$ cat src/rtl/core/ellp_pkg.sv
// Shared types, constants and saturating helpers for the ellipse evaluator.
// Used by the rotation cell and the top level; no dependencies.
package ellp_pkg;

  localparam int ANGLE_BITS_DEF = 16;
  localparam int WORD_BITS_DEF  = 32;
  localparam int CORDIC_STEPS   = 24;

  localparam logic signed [33:0] CORDIC_GAIN_Q30 = 34'sd652032874;
  localparam logic signed [31:0] ONE_Q30         = 32'sd1073741824;

  localparam logic signed [32:0] ATAN_TURNS [CORDIC_STEPS] = '{
    33'sd536870912, 33'sd316933406, 33'sd167458907, 33'sd85004756,
    33'sd42667331,  33'sd21354465,  33'sd10679838,  33'sd5340245,
    33'sd2670163,   33'sd1335087,   33'sd667544,    33'sd333772,
    33'sd166886,    33'sd83443,     33'sd41722,     33'sd20861,
    33'sd10430,     33'sd5215,      33'sd2608,      33'sd1304,
    33'sd652,       33'sd326,       33'sd163,       33'sd81
  };

  // Configuration register indexes
  localparam logic [2:0] REG_ALPHA_X = 3'd0;
  localparam logic [2:0] REG_ALPHA_Y = 3'd1;
  localparam logic [2:0] REG_BETA_X  = 3'd2;
  localparam logic [2:0] REG_BETA_Y  = 3'd3;
  localparam logic [2:0] REG_GAMMA_X = 3'd4;
  localparam logic [2:0] REG_GAMMA_Y = 3'd5;

  typedef struct packed {
    logic               vld;
    logic [1:0]         quad;
    logic signed [33:0] x;
    logic signed [33:0] y;
    logic signed [32:0] z;
  } cordic_t;

  // Saturating 64-bit signed add
  function automatic logic signed [63:0] sadd(input logic signed [63:0] a,
                                              input logic signed [63:0] b);
    logic signed [64:0] s;
    s = 65'(a) + 65'(b);
    if (s[64] != s[63]) begin
      return s[64] ? {1'b1, 63'd0} : {1'b0, {63{1'b1}}};
    end
    return s[63:0];
  endfunction

  // Round p / 2^30 to nearest, ties away from zero
  function automatic logic signed [34:0] rnd30(input logic signed [63:0] p);
    logic [63:0] m;
    logic [33:0] q;
    m = p[63] ? 64'(-p) : 64'(p);
    q = 34'((m + 64'd536870912) >> 30);
    return p[63] ? -$signed({1'b0, q}) : $signed({1'b0, q});
  endfunction

endpackage

$ cat src/rtl/core/ellp_cordic_cell.sv
// One rotation step of the sine/cosine chain: a registered micro-rotation.
// Depends on ellp_pkg for the transaction type and arctangent table.
module ellp_cordic_cell #(
  parameter int STEP = 0
) (
  input  logic             clk,
  input  logic             rst_n,
  input  logic             en,
  input  ellp_pkg::cordic_t din,
  output ellp_pkg::cordic_t dout
);

  logic               vld_r;
  logic [1:0]         quad_r;
  logic signed [33:0] x_r, y_r, x_nxt, y_nxt;
  logic signed [32:0] z_r, z_nxt;

  // Rotate toward zero residual angle
  always_comb begin
    if (!din.z[32]) begin
      x_nxt = din.x - (din.y >>> STEP);
      y_nxt = din.y + (din.x >>> STEP);
      z_nxt = din.z - ellp_pkg::ATAN_TURNS[STEP];
    end else begin
      x_nxt = din.x + (din.y >>> STEP);
      y_nxt = din.y - (din.x >>> STEP);
      z_nxt = din.z + ellp_pkg::ATAN_TURNS[STEP];
    end
  end

  always_ff @(posedge clk) begin
    if (!rst_n) begin
      vld_r <= 1'b0;
    end else if (en) begin
      vld_r <= din.vld;
    end
  end

  always_ff @(posedge clk) begin
    if (en) begin
      quad_r <= din.quad;
      x_r    <= x_nxt;
      y_r    <= y_nxt;
      z_r    <= z_nxt;
    end
  end

  assign dout = '{vld: vld_r, quad: quad_r, x: x_r, y: y_r, z: z_r};

endmodule

$ cat config.mk
export PLATFORM = sky130hd
export DESIGN_NAME = ellp_cordic_cell
export DESIGN_NICKNAME = d
export VERILOG_FILES = /design/src/rtl/core/ellp_pkg.sv /design/src/rtl/core/ellp_cordic_cell.sv
export SDC_FILE = /design/constraint.sdc
export NUM_CORES = 1
export LEC_CHECK = 0
export BUFFER_PORTS_ARGS = -buffer_cell sky130_fd_sc_hd__buf_2
export CELL_PAD_IN_SITES_DETAIL_PLACEMENT = 1
export CELL_PAD_IN_SITES_GLOBAL_PLACEMENT = 2
export CORE_ASPECT_RATIO = 0.6
export CORE_UTILIZATION = 30
export CTS_CLUSTER_SIZE = 20
export DETAILED_ROUTE_END_ITERATION = 16
export MAX_ROUTING_LAYER = met4
export PLACE_DENSITY = 0.73
export RECOVER_POWER = 50
export SETUP_SLACK_MARGIN = 0.4
export SYNTH_ARGS = -nofsm -noshare
export SYNTH_HDL_FRONTEND = slang
export SYNTH_SLANG_ARGS = --single-unit
$ cat constraint.sdc
create_clock -name clk -period 3.3 [get_ports clk]
set_input_delay 0.495 -clock clk [delete_from_list [all_inputs] [get_ports clk]]
set_output_delay 0.495 -clock clk [all_outputs]
set_load 0.01 [all_outputs]
* Word level (Yosys, flattened, before mapping)
Index checks and enable logic that the tools add are counted.
Storage, ports and cells: register bits after elaboration 104, input port bits 107, output and inout port bits 104, word-level logic and storage cells 13
Cells by class: $add $sub $neg 5, muxes and demuxes 3
Operators with widths (number):
- 34-bit two-way mux | 2
- 34-bit subtractor | 2
- 34-bit adder | 1
- 33-bit by 31-bit adder with 33-bit output, second input constant | 1
- 33-bit two-way mux | 1
- 33-bit by 31-bit subtractor with 33-bit output, second input constant | 1

* Logic depth before layout (Yosys ltp)
depth in word-level cells 2, mapped depth 12, depth with buffers taken out 11

* Least setup slack after synthesis
OpenSTA, ideal clock, no wires.
path kind input port to flip-flop, start input port din[33] (netlist name), end register y_r[20], data pin, setup time 259 ps, arrival 2594 ps, data required time 3041 ps, path slack 447 ps, cell stages on the path 10, buffers on the path 0, cell sequence ha_1 -> fa_1 -> nor3b_2 -> o31ai_1 -> a211o_1 -> o311a_4 -> and3b_1 -> o21a_1 -> a31o_2 -> xnor2_1
On the way: word-level cells in the longest chain between the ends 2, elaborated cells on any way between the ends 3, those cells by class add/sub: 2; mux: 1
Ends and longest elaborated chain:
- start, declared | line ellp_cordic_cell.sv:9 | input ellp_pkg::cordic_t din,
- 34-bit adder or 34-bit subtractor (tied branches) | line ellp_cordic_cell.sv:22, ellp_cordic_cell.sv:26
- 34-bit two-way mux * | line ellp_cordic_cell.sv:20 | if (!din.z[32]) begin
- named net y_nxt[20] | line ellp_cordic_cell.sv:15 | logic signed [33:0] x_r, y_r, x_nxt, y_nxt;
- end signal, assigned | line ellp_cordic_cell.sv:43 | y_r <= y_nxt;
- end, declared | line ellp_cordic_cell.sv:15
The timed path passes the listed nets; every way through them passes the cells marked *. A chain may end at the register's enable or synchronous reset.

* Final worst setup path
start input port din[67] (netlist name), end register x_r[30], data pin
On the way: word-level cells in the longest chain between the ends 2, elaborated cells on any way between the ends 3, those cells by class add/sub: 2; mux: 1
Ends and longest elaborated chain:
- 34-bit subtractor or 34-bit adder (tied branches) | line ellp_cordic_cell.sv:21, ellp_cordic_cell.sv:25
- 34-bit two-way mux * | line ellp_cordic_cell.sv:20
- named net x_nxt[30] | line ellp_cordic_cell.sv:15
- end signal, assigned | line ellp_cordic_cell.sv:42 | x_r <= x_nxt;
- end, declared | line ellp_cordic_cell.sv:15
Marked as above.

==> impl_metrics.ini <==
[clock_tree]
cts-htree-levels = 3
cts-root-buf = clkbuf_16
tritoncts = done
numCtsBuffers = 9
cts_setup_buffers = 0
cts.clk_slew.worst_paths_ps = 80
insertion_delay_ps = 390
clock-sinks = 103
clockBufferDepth = 2

[timing]
tns_ps = 0
fin_crit_sh_pct = 89.6
clock_skew_ps = 0
fmax_ghz = 0.338
rsz0062_at_grt = yes
tightest_slew_ps = 1470
hold_violations = 0
drv_slew = 0
max_slew_margin_pct = 1.83
finalCriticalPeriod_ps = 2960
finalSetupViolations = 0

[place]
place_area_mm2 = 0.0120
port_buffers = 210
finalWeightedCongestion = 0.912
post-dp-hpwl_um = 31900
place_inst = 1788

[pwr]
pwr_density_cell_mw_per_mm2 = 399
irDropWorstVdd_v = 0.000303
p_leak_nw = 5.34
power_mw = 4.97

[cells_and_area]
utilization_pct = 41.0
drive_gt1_share_pct = 27.9
nFillCells = 3675
insertedDiodeCount = 0
finalInstanceArea_mm2 = 0.0125
stdcell_count = 1804
fin_nets = 1604
area_delta_synth_final_pct = 32.7

[logic_synthesis]
synth_seq_area_share_pct = 32.9
synth.distinct_cells = 81
synthSimpleGateAreaFrac_pct = 12.9
synth_compound_area_share_pct = 25.8
synth_largest_area_cell = edfxtp_1
syn_inst = 1051
yosys_warnings = 0
synth_edf_count = 102
avgSynthCellArea_um2 = 8.93
synth_seq_cells = 103
post-synth-top-count-cell = a21oi_1
synth_area_leaders = edfxtp_1, ha_1, a21oi_1
synth_top_area_share_pct = 32.6
synth.cell_area_mm2 = 0.00938
syn_nets = 1264
async_flop_share_pct = 0
synth.area.mux_share_pct = 1.17
synth_top_family_by_area = compound AO/OA/AOI/OAI gates
synth_ff_type = edfxtp_1
synth_top_cells_by_count = a21oi_1, inv_1, edfxtp_1, ha_1, o21ai_0
synth-adder-area-share_pct = 14.5
synthXorXnorAreaFrac_pct = 5.97

[routing]
post_drt_wl_per_cell_um = 21.8
num_vias = 9583
drt-total-wl_um = 39400
route.detailed.drc = 0
firstDrtPassIters = 5
final_antenna_net_count = 0
drt-initial-drc-count = 850
via_per_inst = 5.31

[critical_path]
end_kind = flip-flop
critPathMaxFanout = 4
required_ps = 3450
rr_worst_depth = 2
path_class = in -> reg
start_kind = input pin
cp_data_arrival_time_ps = 3110

[global_route]
grt_pass1_vias = 9405
grt_max_degree = 56
antenna_found_initial = 0
overflow = 0
grt.total_usage_pct = 25.0
grt_pass1_wl_um = 58500

[floorplanning]
ios = 211
fp.dieH_um = 139
die_area_mm2 = 0.0320
start_util_pct = 30.9
row_count = 49
die_x_um = 230
core_mm2 = 0.0303

[run]
cap_violations = 0

[outcome]
outcome = finished clean

[worst_hold_path]
hold_path.class = in -> reg
holdPathStages = 1
[path summary, 6_finish.rpt]
kind,start,endpoint,slack (ps)
worst max-delay path,din[67],x_r[30]$_DFFE_PP_,340
worst min-delay path,din[26],z_r[26]$_DFFE_PP_,270
worst max register to register,vld_r$_SDFFE_PN0P_,vld_r$_SDFFE_PN0P_,2700
worst min register to register,vld_r$_SDFFE_PN0P_,vld_r$_SDFFE_PN0P_,530
[critical path, cell delays in order]
cell,delay [ps]
clkbuf_1,130
clkbuf_1,160
inv_1,60
ha_1,200
fa_1,410
nand2b_4,170
a21oi_2,180
buf_4,160
o21ai_1,170
o311ai_2,290
nand2_1,200
o211ai_1,210
mux2i_1,110
xnor2_1,180
[power by group]
| part | leakage, nW | switching [mW] | total (mW) | internal, mW |
|---|---|---|---|---|
| sequential | 1.01 | 0.0648 | 1.75 | 1.68 |
| combinational | 4.18 | 1.22 | 2.05 | 0.828 |
| clock | 0.150 | 0.630 | 1.17 | 0.543 |
| total | 5.34 | 1.92 | 4.97 | 3.05 |
[registers in the layout (all words and copies together), names as in the netlist]
register  flops
vld_r         1
x_r          34
y_r          33
z_r          33
quad_r        2
[metrics by stage]
step                      hold slack (ps)  worst slack (ps)
after floorplan                       484               447
after global placement                496              -144
after detailed placement              502              -141
after CTS                             251               404
after global routing                  258               277
final                                 268               344
[layout make-up]
type                    instances  area [um^2]  share of cell area [%]
flip-flops and latches        103         3080                    24.8
inverters                     112          420                    3.38
well taps                     408          510                    4.10
repair buffers                376         2220                    17.8
clock inverters                 7         81.3                   0.653
clock buffers                   9          225                    1.81
multi-input cells             789         5910                    47.5
[cells in the final DEF, fill, tap and decap left out, drive strengths merged, types with 13 or more instances in the layout]
cell,count
buf,305
a21oi,122
inv,112
edfxtp,102
ha,102
o21ai,81
clkbuf,80
nor2,72
xnor2,59
nand2,44
nor3,28
a21o,17
o21bai,17
a211oi,15
a31oi,15
o211ai,15
o21a,14
nand2b,13
[repair_timing]
item / CTS / global route
setup endpoints to repair: 6 / 34
endpoints found under the hold margin: 0 / 0
resized for setup: 5 / 52
pin swaps: 2 / 10
hold buffers: 0 / 0
[metal layers]
layer | vias to the layer above | global-route usage (%) | wire [um]
met5 | - | - | 0
met4 | 0 | 3.80 | 312
met3 | 17 | 4.71 | 2880
met2 | 354 | 33.1 | 15600
met1 | 4713 | 38.8 | 20600
li1 | 4499 | - | -
[cell families after synthesis]
kind of cell,after synthesis
simple gates,238
compound gates,370
mux,11
fa+ha+maj,106
buf+inv,159
xor+xnor,64
flops,103
No activity file was read; power rests on OpenSTA's default activity.
